File: config.mk
export PLATFORM = sky130hd
export DESIGN_NAME = joystick_to_velocity_mapper_flat
export DESIGN_NICKNAME = d
export VERILOG_FILES = /design/src/sv/jvm_pkg.sv /design/src/sv/jvm_if.sv /design/src/sv/joystick_to_velocity_mapper.sv /design/src/flat_wrapper.sv
export SDC_FILE = /design/constraint.sdc
export NUM_CORES = 2
export LEC_CHECK = 0
export BUFFER_PORTS_ARGS = -buffer_cell sky130_fd_sc_hd__buf_4
export CAP_MARGIN = 15
export CORE_UTILIZATION = 63
export DETAILED_ROUTE_END_ITERATION = 12
export PLACE_DENSITY = 0.81
export SYNTH_ARGS = -nofsm -noshare
export SYNTH_HDL_FRONTEND = slang
export SYNTH_SLANG_ARGS = --single-unit
File: constraint.sdc
create_clock -name i_clk -period 9.7 [get_ports i_clk]
set_input_delay 1.455 -clock i_clk [delete_from_list [all_inputs] [get_ports i_clk]]
set_output_delay 1.455 -clock i_clk [all_outputs]
set_load 0.05 [all_outputs]
File: src/sv/jvm_pkg.sv
// Shared constants, register indexes and state type for the joystick velocity mapper.
package jvm_pkg;

    localparam int AXIS_CNT    = 8;
    localparam int BUTTON_CNT  = 16;
    localparam int AXIS_IW     = (AXIS_CNT > 1) ? $clog2(AXIS_CNT) : 1;
    localparam int BTN_IW      = (BUTTON_CNT > 1) ? $clog2(BUTTON_CNT) : 1;

    localparam int VAL_W  = 16;   // raw axis value
    localparam int MAG_W  = 15;   // magnitude, deadzone, quotient
    localparam int GAIN_W = 16;   // Q8.8 gain
    localparam int VEL_W  = 23;   // velocity result
    localparam int PROD_W = 32;   // dz times gain
    localparam int NUM_W  = 2 * MAG_W;
    localparam int STEP_W = $clog2(MAG_W);
    localparam int AMAP_W = 3;    // width of one axis index in the axis map

    localparam logic [MAG_W-1:0] FULL_SCALE = 15'h7FFF;

    localparam int PADDR_W = 5;
    localparam int PDATA_W = 32;

    typedef enum logic [2:0] {
        REG_DEADZONE       = 3'd0,
        REG_LINEAR_SCALE   = 3'd1,
        REG_ANGULAR_SCALE  = 3'd2,
        REG_AXIS_MAP       = 3'd3,
        REG_DEADMAN_BUTTON = 3'd4,
        REG_AUTOREPEAT     = 3'd5
    } t_reg_idx;

    localparam logic CMD_EVENT = 1'b0;
    localparam logic CMD_TICK  = 1'b1;
    localparam logic KIND_AXIS   = 1'b0;
    localparam logic KIND_BUTTON = 1'b1;

    typedef enum logic [2:0] {
        S_IDLE,
        S_LOAD,
        S_DIV,
        S_MUL,
        S_SCALE,
        S_PUSH
    } t_state;

endpackage

File: src/sv/jvm_if.sv
// Handshake channel interfaces for joystick items and velocity results.
interface jvm_cmd_if import jvm_pkg::*; ();
    logic                    valid;
    logic                    ready;
    logic                    command;
    logic                    event_kind;
    logic [7:0]              event_number;
    logic signed [VAL_W-1:0] event_value;

    modport source (output valid, command, event_kind, event_number, event_value,
                    input ready);
    modport sink   (input valid, command, event_kind, event_number, event_value,
                    output ready);
endinterface

interface jvm_vel_if import jvm_pkg::*; ();
    logic                    valid;
    logic                    ready;
    logic signed [VEL_W-1:0] linear_x;
    logic signed [VEL_W-1:0] linear_y;
    logic signed [VEL_W-1:0] linear_z;
    logic signed [VEL_W-1:0] angular_z;
    logic                    deadman_active;

    modport source (output valid, linear_x, linear_y, linear_z, angular_z, deadman_active,
                    input ready);
    modport sink   (input valid, linear_x, linear_y, linear_z, angular_z, deadman_active,
                    output ready);
endinterface

File: src/sv/joystick_to_velocity_mapper.sv
// Joystick to velocity mapper: axis/button store, deadzone rescale, gain, dead-man gate.
// Events leave the block idle; ready stays high in idle, also while a result waits.
// A tick that emits with the dead-man button held runs four axes through one shared
// restoring divider and one 16x16 multiplier, skipping the divider for an axis inside
// the deadzone or a full-scale deadzone, and loads the output register once it is free.
// A dead-man inactive tick pushes a zero result; ready is low until it is registered.
// Synchronous active-low reset loads register defaults and clears stores and fresh flag.
module joystick_to_velocity_mapper import jvm_pkg::*; (
    input  logic               i_clk,
    input  logic               i_rst_n,
    jvm_cmd_if.sink            i_cmd,
    jvm_vel_if.source          o_vel,
    input  logic               psel,
    input  logic               penable,
    input  logic               pwrite,
    input  logic [PADDR_W-1:0] paddr,
    input  logic [PDATA_W-1:0] pwdata,
    output logic [PDATA_W-1:0] prdata,
    output logic               pready
);

    // configuration
    logic [MAG_W-1:0]         r_deadzone;
    logic signed [GAIN_W-1:0] r_lin_scale;
    logic signed [GAIN_W-1:0] r_ang_scale;
    logic [4*AMAP_W-1:0]      r_axis_map;
    logic signed [4:0]        r_deadman;
    logic                     r_autorepeat;

    // joystick state
    logic signed [VAL_W-1:0]  r_axis_store [AXIS_CNT];
    logic [BUTTON_CNT-1:0]    r_buttons;
    logic                     r_fresh;

    // sequencer and shared unit
    t_state                   r_state, n_state;
    logic [1:0]               r_axis;
    logic [STEP_W-1:0]        r_step;
    logic [MAG_W-1:0]         r_den;
    logic [MAG_W-1:0]         r_rem;
    logic [MAG_W-1:0]         r_lo;
    logic [MAG_W-1:0]         r_q;
    logic                     r_neg;
    logic signed [PROD_W-1:0] r_prod;
    logic [VEL_W-1:0]         r_res [4];
    logic                     r_active;

    // output register
    logic                     r_out_valid;
    logic [VEL_W-1:0]         r_o_lin_x, r_o_lin_y, r_o_lin_z, r_o_ang_z;
    logic                     r_o_deadman;

    logic                     cfg_wr;
    logic [2:0]               cfg_idx;
    logic                     in_acc;
    logic                     is_tick;
    logic                     emit;
    logic                     dm_active;
    logic                     out_free;
    logic [AMAP_W-1:0]        sel_idx;
    logic signed [VAL_W-1:0]  sel_val;
    logic [VAL_W-1:0]         sel_abs;
    logic [MAG_W-1:0]         sel_mag;
    logic [MAG_W-1:0]         diff;
    logic [NUM_W-1:0]         num;
    logic                     skip_div;
    logic [MAG_W:0]           div_t;
    logic                     div_ge;
    logic [MAG_W-1:0]         n_rem;
    logic signed [VAL_W-1:0]  dz;
    logic signed [GAIN_W-1:0] gain;
    logic signed [PROD_W-1:0] prod_adj;
    logic signed [PROD_W-1:0] prod_sh;
    logic signed [PROD_W-1:0] vel;
    logic                     neg_out;
    logic signed [VAL_W-1:0]  clamp_val;

    assign pready  = 1'b1;
    assign cfg_wr  = psel && penable && pwrite && pready;
    assign cfg_idx = paddr[4:2];

    always_comb begin
        unique case (cfg_idx)
            REG_DEADZONE:       prdata = PDATA_W'(r_deadzone);
            REG_LINEAR_SCALE:   prdata = PDATA_W'($unsigned(r_lin_scale));
            REG_ANGULAR_SCALE:  prdata = PDATA_W'($unsigned(r_ang_scale));
            REG_AXIS_MAP:       prdata = PDATA_W'(r_axis_map);
            REG_DEADMAN_BUTTON: prdata = PDATA_W'($unsigned(r_deadman));
            REG_AUTOREPEAT:     prdata = PDATA_W'(r_autorepeat);
            default:            prdata = '0;
        endcase
    end

    assign i_cmd.ready = (r_state == S_IDLE);
    assign in_acc      = i_cmd.valid && i_cmd.ready;
    assign is_tick     = (i_cmd.command == CMD_TICK);
    assign emit        = r_fresh || r_autorepeat;
    assign dm_active   = !r_deadman[4] && (32'(r_deadman) < BUTTON_CNT) &&
                         r_buttons[r_deadman[BTN_IW-1:0]];
    assign out_free    = !r_out_valid || o_vel.ready;

    assign o_vel.valid          = r_out_valid;
    assign o_vel.linear_x       = r_o_lin_x;
    assign o_vel.linear_y       = r_o_lin_y;
    assign o_vel.linear_z       = r_o_lin_z;
    assign o_vel.angular_z      = r_o_ang_z;
    assign o_vel.deadman_active = r_o_deadman;

    // pick the mapped axis: y, x, yaw, throttle in sequence
    always_comb begin
        case (r_axis)
            2'd0:    sel_idx = r_axis_map[0*AMAP_W +: AMAP_W];
            2'd1:    sel_idx = r_axis_map[1*AMAP_W +: AMAP_W];
            2'd2:    sel_idx = r_axis_map[2*AMAP_W +: AMAP_W];
            default: sel_idx = r_axis_map[3*AMAP_W +: AMAP_W];
        endcase
    end

    always_comb begin
        sel_val  = (32'(sel_idx) < AXIS_CNT) ? r_axis_store[sel_idx[AXIS_IW-1:0]] : '0;
        sel_abs  = sel_val[VAL_W-1] ? VAL_W'(-sel_val) : sel_val;
        sel_mag  = sel_abs[MAG_W-1:0];
        diff     = sel_mag - r_deadzone;
        // (|v| - d) * 32767 as a shift and subtract
        num      = {diff, MAG_W'(0)} - {MAG_W'(0), diff};
        skip_div = (sel_mag < r_deadzone) || (r_deadzone == FULL_SCALE);
    end

    // one restoring division step per cycle
    always_comb begin
        div_t  = {r_rem, r_lo[MAG_W-1]};
        div_ge = div_t >= {1'b0, r_den};
        n_rem  = div_ge ? MAG_W'(div_t - {1'b0, r_den}) : div_t[MAG_W-1:0];
    end

    always_comb begin
        dz       = r_neg ? -$signed({1'b0, r_q}) : $signed({1'b0, r_q});
        gain     = (r_axis == 2'd2) ? r_ang_scale : r_lin_scale;
        // divide by 256 toward zero
        prod_adj = r_prod + (r_prod[PROD_W-1] ? PROD_W'(255) : PROD_W'(0));
        prod_sh  = prod_adj >>> 8;
        neg_out  = (r_axis == 2'd1) || (r_axis == 2'd2);
        vel      = neg_out ? -prod_sh : prod_sh;
    end

    assign clamp_val = (i_cmd.event_value == {1'b1, {(VAL_W-1){1'b0}}}) ?
                       -$signed({1'b0, FULL_SCALE}) : i_cmd.event_value;

    // next state
    always_comb begin
        n_state = r_state;
        unique case (r_state)
            S_IDLE: begin
                if (in_acc && is_tick && emit) begin
                    n_state = dm_active ? S_LOAD : S_PUSH;
                end
            end
            S_LOAD:  n_state = skip_div ? S_MUL : S_DIV;
            S_DIV:   n_state = (r_step == STEP_W'(MAG_W - 1)) ? S_MUL : S_DIV;
            S_MUL:   n_state = S_SCALE;
            S_SCALE: n_state = (r_axis == 2'd3) ? S_PUSH : S_LOAD;
            S_PUSH:  n_state = out_free ? S_IDLE : S_PUSH;
            default: n_state = S_IDLE;
        endcase
    end

    always_ff @(posedge i_clk) begin
        if (!i_rst_n) begin
            r_state <= S_IDLE;
        end else begin
            r_state <= n_state;
        end
    end

    // configuration registers
    always_ff @(posedge i_clk) begin
        if (!i_rst_n) begin
            r_deadzone   <= 15'd1638;
            r_lin_scale  <= 16'sd256;
            r_ang_scale  <= 16'sd256;
            r_axis_map   <= 12'd1672;
            r_deadman    <= 5'sd0;
            r_autorepeat <= 1'b1;
        end else if (cfg_wr) begin
            unique case (cfg_idx)
                REG_DEADZONE:       r_deadzone   <= pwdata[MAG_W-1:0];
                REG_LINEAR_SCALE:   r_lin_scale  <= $signed(pwdata[GAIN_W-1:0]);
                REG_ANGULAR_SCALE:  r_ang_scale  <= $signed(pwdata[GAIN_W-1:0]);
                REG_AXIS_MAP:       r_axis_map   <= pwdata[4*AMAP_W-1:0];
                REG_DEADMAN_BUTTON: r_deadman    <= $signed(pwdata[4:0]);
                REG_AUTOREPEAT:     r_autorepeat <= pwdata[0];
                default: ;
            endcase
        end
    end

    // joystick state and fresh flag
    always_ff @(posedge i_clk) begin
        if (!i_rst_n) begin
            for (int i = 0; i < AXIS_CNT; i++) begin
                r_axis_store[i] <= '0;
            end
            r_buttons <= '0;
            r_fresh   <= 1'b0;
        end else if (in_acc) begin
            if (is_tick) begin
                if (emit) begin
                    r_fresh <= 1'b0;
                end
            end else if (i_cmd.event_kind == KIND_AXIS) begin
                if (32'(i_cmd.event_number) < AXIS_CNT) begin
                    r_axis_store[i_cmd.event_number[AXIS_IW-1:0]] <= clamp_val;
                    r_fresh <= 1'b1;
                end
            end else begin
                if (32'(i_cmd.event_number) < BUTTON_CNT) begin
                    r_buttons[i_cmd.event_number[BTN_IW-1:0]] <= (i_cmd.event_value != '0);
                    r_fresh <= 1'b1;
                end
            end
        end
    end

    // shared datapath
    always_ff @(posedge i_clk) begin
        unique case (r_state)
            S_IDLE: begin
                r_axis   <= 2'd0;
                r_active <= dm_active;
                if (!dm_active) begin
                    for (int k = 0; k < 4; k++) begin
                        r_res[k] <= '0;
                    end
                end
            end
            S_LOAD: begin
                r_step <= '0;
                r_q    <= '0;
                r_neg  <= sel_val[VAL_W-1];
                r_den  <= FULL_SCALE - r_deadzone;
                r_rem  <= num[NUM_W-1:MAG_W];
                r_lo   <= num[MAG_W-1:0];
            end
            S_DIV: begin
                r_rem  <= n_rem;
                r_lo   <= {r_lo[MAG_W-2:0], 1'b0};
                r_q    <= {r_q[MAG_W-2:0], div_ge};
                r_step <= r_step + STEP_W'(1);
            end
            S_MUL: begin
                r_prod <= PROD_W'(dz * gain);
            end
            S_SCALE: begin
                r_res[r_axis] <= vel[VEL_W-1:0];
                r_axis        <= r_axis + 2'd1;
            end
            S_PUSH: ;
            default: ;
        endcase
    end

    // output register
    always_ff @(posedge i_clk) begin
        if (!i_rst_n) begin
            r_out_valid <= 1'b0;
        end else if (r_state == S_PUSH && out_free) begin
            r_out_valid <= 1'b1;
        end else if (o_vel.ready) begin
            r_out_valid <= 1'b0;
        end
    end

    always_ff @(posedge i_clk) begin
        if (r_state == S_PUSH && out_free) begin
            r_o_lin_y   <= r_res[0];
            r_o_lin_x   <= r_res[1];
            r_o_ang_z   <= r_res[2];
            r_o_lin_z   <= r_res[3];
            r_o_deadman <= r_active;
        end
    end

endmodule

File: src/flat_wrapper.sv
// flat-port wrapper written by rule: the top's interface ports become plain ports
module joystick_to_velocity_mapper_flat import jvm_pkg::*;
  (i_clk, i_rst_n, psel, penable, pwrite, paddr, pwdata, prdata, pready, i_cmd_valid, i_cmd_command, i_cmd_event_kind, i_cmd_event_number, i_cmd_event_value, i_cmd_ready, o_vel_valid, o_vel_linear_x, o_vel_linear_y, o_vel_linear_z, o_vel_angular_z, o_vel_deadman_active, o_vel_ready);
  jvm_cmd_if i_cmd_i ();
  jvm_vel_if o_vel_i ();
  input  logic i_clk;
  input  logic i_rst_n;
  input  logic psel;
  input  logic penable;
  input  logic pwrite;
  input  logic [PADDR_W-1:0] paddr;
  input  logic [PDATA_W-1:0] pwdata;
  output logic [PDATA_W-1:0] prdata;
  output logic pready;
  input wire logic [$bits(i_cmd_i.valid)-1:0] i_cmd_valid;
  input wire logic [$bits(i_cmd_i.command)-1:0] i_cmd_command;
  input wire logic [$bits(i_cmd_i.event_kind)-1:0] i_cmd_event_kind;
  input wire logic [$bits(i_cmd_i.event_number)-1:0] i_cmd_event_number;
  input wire logic [$bits(i_cmd_i.event_value)-1:0] i_cmd_event_value;
  output wire logic [$bits(i_cmd_i.ready)-1:0] i_cmd_ready;
  output wire logic [$bits(o_vel_i.valid)-1:0] o_vel_valid;
  output wire logic [$bits(o_vel_i.linear_x)-1:0] o_vel_linear_x;
  output wire logic [$bits(o_vel_i.linear_y)-1:0] o_vel_linear_y;
  output wire logic [$bits(o_vel_i.linear_z)-1:0] o_vel_linear_z;
  output wire logic [$bits(o_vel_i.angular_z)-1:0] o_vel_angular_z;
  output wire logic [$bits(o_vel_i.deadman_active)-1:0] o_vel_deadman_active;
  input wire logic [$bits(o_vel_i.ready)-1:0] o_vel_ready;
  assign i_cmd_i.valid = i_cmd_valid;
  assign i_cmd_i.command = i_cmd_command;
  assign i_cmd_i.event_kind = i_cmd_event_kind;
  assign i_cmd_i.event_number = i_cmd_event_number;
  assign i_cmd_i.event_value = i_cmd_event_value;
  assign i_cmd_ready = i_cmd_i.ready;
  assign o_vel_valid = o_vel_i.valid;
  assign o_vel_linear_x = o_vel_i.linear_x;
  assign o_vel_linear_y = o_vel_i.linear_y;
  assign o_vel_linear_z = o_vel_i.linear_z;
  assign o_vel_angular_z = o_vel_i.angular_z;
  assign o_vel_deadman_active = o_vel_i.deadman_active;
  assign o_vel_i.ready = o_vel_ready;
  joystick_to_velocity_mapper u_core (.i_clk(i_clk), .i_rst_n(i_rst_n), .i_cmd(i_cmd_i), .o_vel(o_vel_i), .psel(psel), .penable(penable), .pwrite(pwrite), .paddr(paddr), .pwdata(pwdata), .prdata(prdata), .pready(pready));
endmodule
### After elaboration in Yosys (flattened, before gate mapping)

Memories as Yosys holds them, arrays and structs flattened. A register that Yosys moved wholly into a read port is not among the register bits.
Index checks and enable logic that the tools add are counted.

| cells by class | value |
|---|---|
| add/sub/neg operators | 10 |
| multipliers | 1 |
| divide/modulo/power cells | 0 |
| magnitude comparators | 8 |
| equality and inequality tests | 19 |
| shift-type cells | 0 |
| mux-type cells | 51 |
| bitwise operators | 1 |
| reduce and logical (&&, ||, !) cells | 33 |

Operator list:

| kind | count |
|---|---|
| case mux 16 bit (6 select lines) | 1 |
| case mux 15 bit (2 select lines) | 3 |
| two-way mux 16 bit | 4 |
| two-way mux 23 bit | 2 |
| multiplier 16 x 16 -> 32 bit | 1 |
| adder 31 bit | 1 |
| two-way mux 15 bit | 2 |
| subtractor 15 bit | 2 |
| subtractor 30 x 15 -> 30 bit | 1 |
| two-way mux 1 bit | 25 |
| negator 23 bit | 1 |
| OR reduction 23 bit | 1 |
| case mux 3 bit (6 select lines) | 1 |
| bitwise mux 16 bit | 1 |
| == test 16 bit, second input constant | 1 |
| greater-or-equal comparator 16 x 15 -> 1 bit | 1 |
| negator 15 -> 16 bit | 1 |
| nonzero test 16 bit | 1 |
| OR reduction 16 bit | 1 |
| == test 15 bit, second input constant | 1 |
| < comparator 15 bit | 1 |
| two-way mux 3 bit | 5 |
| negator 15 bit | 1 |
| subtractor 15 bit, first input constant | 1 |
| other kinds (33) | 63 |

| storage, ports and cells | value |
|---|---|
| register bits after elaboration | 187 |
| bits in latches | 0 |
| bits in writable memories | 220 |
| bits in read-only memories | 0 |
| output and inout port bits | 128 |
| memories | 2 |

Memory list:

| memory | depth | width | rd ports | clocked after memory_dff | write ports | RTL line | text |
|---|---|---|---|---|---|---|---|
| u_core.r_axis_store | 8 | 16 | 1 | 0 | 8 | joystick_to_velocity_mapper.sv:31 | `logic signed [VAL_W-1:0] r_axis_store [AXIS_CNT];` |
| u_core.r_res | 4 | 23 | 4 | 4 | 4 | joystick_to_velocity_mapper.sv:45 | `logic [VEL_W-1:0] r_res [4];` |

### Longest topological paths before layout

| depth | value |
|---|---|
| depth in word-level cells | 9 |
| depth in mapped cells | 30 |

### Least setup slack after synthesis

Ideal clock, no wire load.

| timing | value |
|---|---|
| path kind | flip-flop to flip-flop |
| start | register u_core.r_q[5] |
| end | register u_core.r_prod[31], data pin |
| library setup time | 260 ps |
| data arrival time | 7399 ps |
| slack | 2042 ps |
| stages on the path, launching flop included | 27 |
| path buffers | 2 |
| cell sequence | edfxtp_1 > clkbuf_1 > or4_1 > o21ai_0 > nand2_1 > o31a_1 > buf_1 > nand2_1 > fa_1 > inv_1 > fa_1 > fa_1 > fa_1 > fa_1 > inv_1 > fa_1 > inv_1 > ha_1 > nand2_1 > o21ai_0 > o21a_1 > o211ai_1 > nand2_1 > a221oi_1 > o21bai_1 > a21oi_1 > xnor2_1 |

| between the ends | value |
|---|---|
| cells in the longest elaborated chain, start to end | 3 |

Ends and longest elaborated chain:

| item | RTL line | text |
|---|---|---|
| start: declaration | joystick_to_velocity_mapper.sv:42 | `logic [MAG_W-1:0] r_q;` |
| start signal: assignment | joystick_to_velocity_mapper.sv:247 | `r_q <= {r_q[MAG_W-2:0], div_ge};` |
| negator 15 -> 16 bit | joystick_to_velocity_mapper.sv:137 | `dz = r_neg ? -$signed({1'b0, r_q}) : $signed({1'b0, r_q});` |
| two-way mux 16 bit (*) | joystick_to_velocity_mapper.sv:137 |  |
| multiplier 16 x 16 -> 32 bit (*) | joystick_to_velocity_mapper.sv:251 | `r_prod <= PROD_W'(dz * gain);` |
| end signal: assignment | joystick_to_velocity_mapper.sv:251 |  |
| end: declaration | joystick_to_velocity_mapper.sv:44 | `logic signed [PROD_W-1:0] r_prod;` |

Mark *: on every way between the ends. The rest lies on a longest branch, timed or not.
A chain may end at the register's enable or synchronous reset.

### Worst setup path after layout

| timing | value |
|---|---|
| start | register u_core.r_q[0] |
| end | register u_core.r_prod[31], data pin |

The elaborated chain is that of the path after synthesis.

==> impl_metrics.yaml <==
sta:
  worst_pin_slew_ns: 1.22
  rsz0062_at_grt: "no"
  finalSetupTns_ns: 0
  period_share: 0.904
  maxSlewHeadroom: 0.186
  clock_skew_ns: 0.0334
  hold_viol_final: 0
  finalSetupViolations: 0
  fmax_mhz: 114
  slew_violations: 0
  fin_crit_ns: 8.77
synthesis:
  syn_area_um2: 33400
  avgSynthCellArea_um2: 10.6
  synth_edf_count: 413
  synth.distinct_cells: 87
  yosysWarnings: 0
  synthArstFlopShare: 0
  synthesis.instances: 3135
  ys_ff_latch: 499
  synthFlopType: "edfxtp_1"
  synth_seq_area_share: 0.423
worst_hold_path:
  hold_end: "u_core.o_vel.deadman_active"
  hold_depth: 0
  min-delay-start: "u_core.r_active"
  hp-class: "reg -> reg"
finish:
  antenna_cells: 0
  nets: 3714
  fin_util: 0.712
  final_cells: 3968
  final_layout_size_suffix_gt1_frac: 0.113
  areaGrowthSynthToFinish_pct: 10.5
  fillCellCount: 3610
power_and_ir_drop:
  p_leak_nw: 15.7
  power_mw: 10.2
  power_density_nw_per_um2: 276
  irDropWorstVdd_v: 0.000202
outcome:
  status: "finished clean"
run:
  cap_violations: 0
clock_network:
  clk_path_buf_depth: 3
  clk_latency_ns: 0.62
  cts.clk_slew.worst_paths_ns: 0.06
  clockRootBuffer: "clkbuf_16"
  clock_sinks: 499
  htreeDepth: 2
  numCtsBuffers: 51
  cts_setup_buffers: 0
  cts-resized-gates: 0
  ctsHoldBuffers: 0
  cts_tree: "built"
global_route:
  grt_pass1_vias: 24800
  grt_pass1_wl_um: 132000
  antenna_found_initial: 2
  grt_max_degree: 113
  grt_usage: 0.315
  grt_overflow_total: 0
drt:
  ant_nets: 0
  routed_wl_um: 83300
  drc: 0
  highest_layer: "met5"
  drtIter0Drc: 2319
  viasPerCell: 6.16
  route.vias.total: 24400
  wl_met2_um: 39900
  wl_met3_um: 7320
  wl_per_cell_um: 21.0
  firstDrtPassIters: 6
  drt-met1-wl_um: 32900
critical_path:
  reg2reg_slack_ns: 0.93
  timing.rr.start: "u_core.r_q[0]"
  crit_top_cell: "fa_1"
  max_stage_delay_ns: 0.81
  cp.required_ns: 10.09
  r2r_end: "u_core.r_prod[31]"
  cp-start-kind: "register"
  end_kind: "register"
  cp_slowest_cell: "xnor2_1"
  crit_type: "reg -> reg"
  path_max_fanout: 12
  r2r_cells: 27
  cp.arrival_ns: 9.16
floorplanning:
  dieArea_um2: 53900
  die_h_um: 232
  dieWidth_um: 232
  io_pins: 198
  start_util: 0.644
  row_count: 83
  coreArea_um2: 51800
place:
  dp_cells: 3875
  gp_congestion: 0.945
  io_buffers: 162
  dp_hpwl_um: 61100
## worst max-delay path, delay by kind of cell, from the launching register on
family | cells | cell delay (ns)
AOI/OAI and AO/OA | 8 | 1.81
adders and majority gates | 8 | 3.72
and+or+nand+nor | 4 | 0.74
buffers and inverters | 5 | 0.66
DFF | 1 | 0.55
xor gates and xnor gates | 2 | 1.03
## state kept, by name, indices dropped and copies added, names as in the netlist, 15 cells and up
register / flops
u_core.r_axis_store: 128
u_core.r_res: 92
u_core.r_prod: 32
o_vel_angular_z: 23
o_vel_linear_x: 23
o_vel_linear_z: 23
u_core.o_vel.linear_y: 22
u_core.r_ang_scale: 16
u_core.r_buttons: 16
u_core.r_lin_scale: 16
u_core.r_deadzone: 15
u_core.r_den: 15
u_core.r_lo: 15
u_core.r_q: 15
u_core.r_rem: 15
## synth_stat cells, drive strengths merged, types with 39 or more instances
library cell	n	share of area
o21ai	67	0.010
nand2	331	0.037
dfxtp	86	0.052
a21oi	149	0.022
inv	393	0.044
and3	116	0.022
xnor2	90	0.024
xor2	39	0.010
mux2i	61	0.018
and2	61	0.011
edfxtp	413	0.37
clkbuf	120	0.014
fa	264	0.16
ha	130	0.049
nor2	306	0.034
## area by class of cell
class / count / area (um^2) / share of cell area
multi-input cells: 2107 / 17300 / 0.468
inverters: 393 / 1480 / 0.0400
well taps: 680 / 851 / 0.0231
repair buffers: 198 / 1490 / 0.0405
flip-flops and latches: 499 / 14100 / 0.383
clock buffers: 53 / 1280 / 0.0348
clock inverters: 38 / 388 / 0.0105
## routing by layer
layer | track usage | vias up
met2 | 0.523 | 1315
met3 | 0.0521 | 231
met4 | 0.124 | 2
li1 | - | 10800
met1 | 0.416 | 12100
met5 | 0 | -
## layout by cell type, fill, tap and decap left out, types with 13 or more instances in the layout
cell type,count
nand2b_1,29
mux4_2,28
nand2_1,331
nor4_1,14
mux2_2,20
a31oi_1,21
and2_1,60
o21ai_0,64
a211oi_1,18
a21o_1,15
inv_1,393
o211ai_1,15
nor2b_1,28
nand4_1,16
a21boi_0,14
or3_1,20
a21oi_1,149
fa_1,264
edfxtp_1,413
xor2_1,38
o21a_1,13
and3_1,116
nor3_1,35
nor2_1,304
or2_2,13
mux2i_1,59
a311oi_1,17
ha_1,130
conb_1,17
clkbuf_16,51
nand3_1,37
buf_4,196
dfxtp_1,86
o31ai_1,16
xnor2_1,88
## where the power goes
part / switching [mW] / internal, mW / leakage, nW / total, mW
logic: 3.27 / 1.71 / 10.2 / 4.98
clock network: 0.847 / 1.12 / 0.798 / 1.97
registers: 0.186 / 3.03 / 4.76 / 3.21
total: 4.30 / 5.86 / 15.7 / 10.2
## per-stage QoR
stage | setup slack (ns) | hold WS (ns) | instance area [um^2]
3_3_place_gp | 1.16 | 0.401 | 35200
2_1_floorplan | 2.04 | 0.400 | 33400
3_5_place_dp | 0.976 | 0.405 | 35200
6_report | 0.928 | 0.391 | 36900
5_1_grt | 0.323 | 0.422 | 36900
4_1_cts | 0.941 | 0.406 | 36900
## how the worst max path moves through the flow
stage                        startpoint                end  cells past startpoint
after floorplan           u_core.r_q[5]  u_core.r_prod[31]                     26
after global placement    u_core.r_q[0]  u_core.r_prod[31]                     25
after global routing      u_core.r_q[0]  u_core.r_prod[31]                     24
after detailed placement  u_core.r_q[0]  u_core.r_prod[31]                     24
final                     u_core.r_q[0]  u_core.r_prod[31]                     27
after CTS                 u_core.r_q[0]  u_core.r_prod[31]                     24
## cells by family (layout without fill, tap and decap cells)
kind of cell,after synthesis,after routing,synth area share
AOI/OAI and AO/OA,416,416,0.0800
xor gates and xnor gates,129,129,0.0345
adders and majority gates,394,394,0.207
buffers and inverters,544,682,0.0643
DFF,499,499,0.423
muxes,109,109,0.0439
other,2,17,0.000225
and+or+nand+nor,1042,1042,0.147
Note: power is estimated with default switching activity, not from simulation.
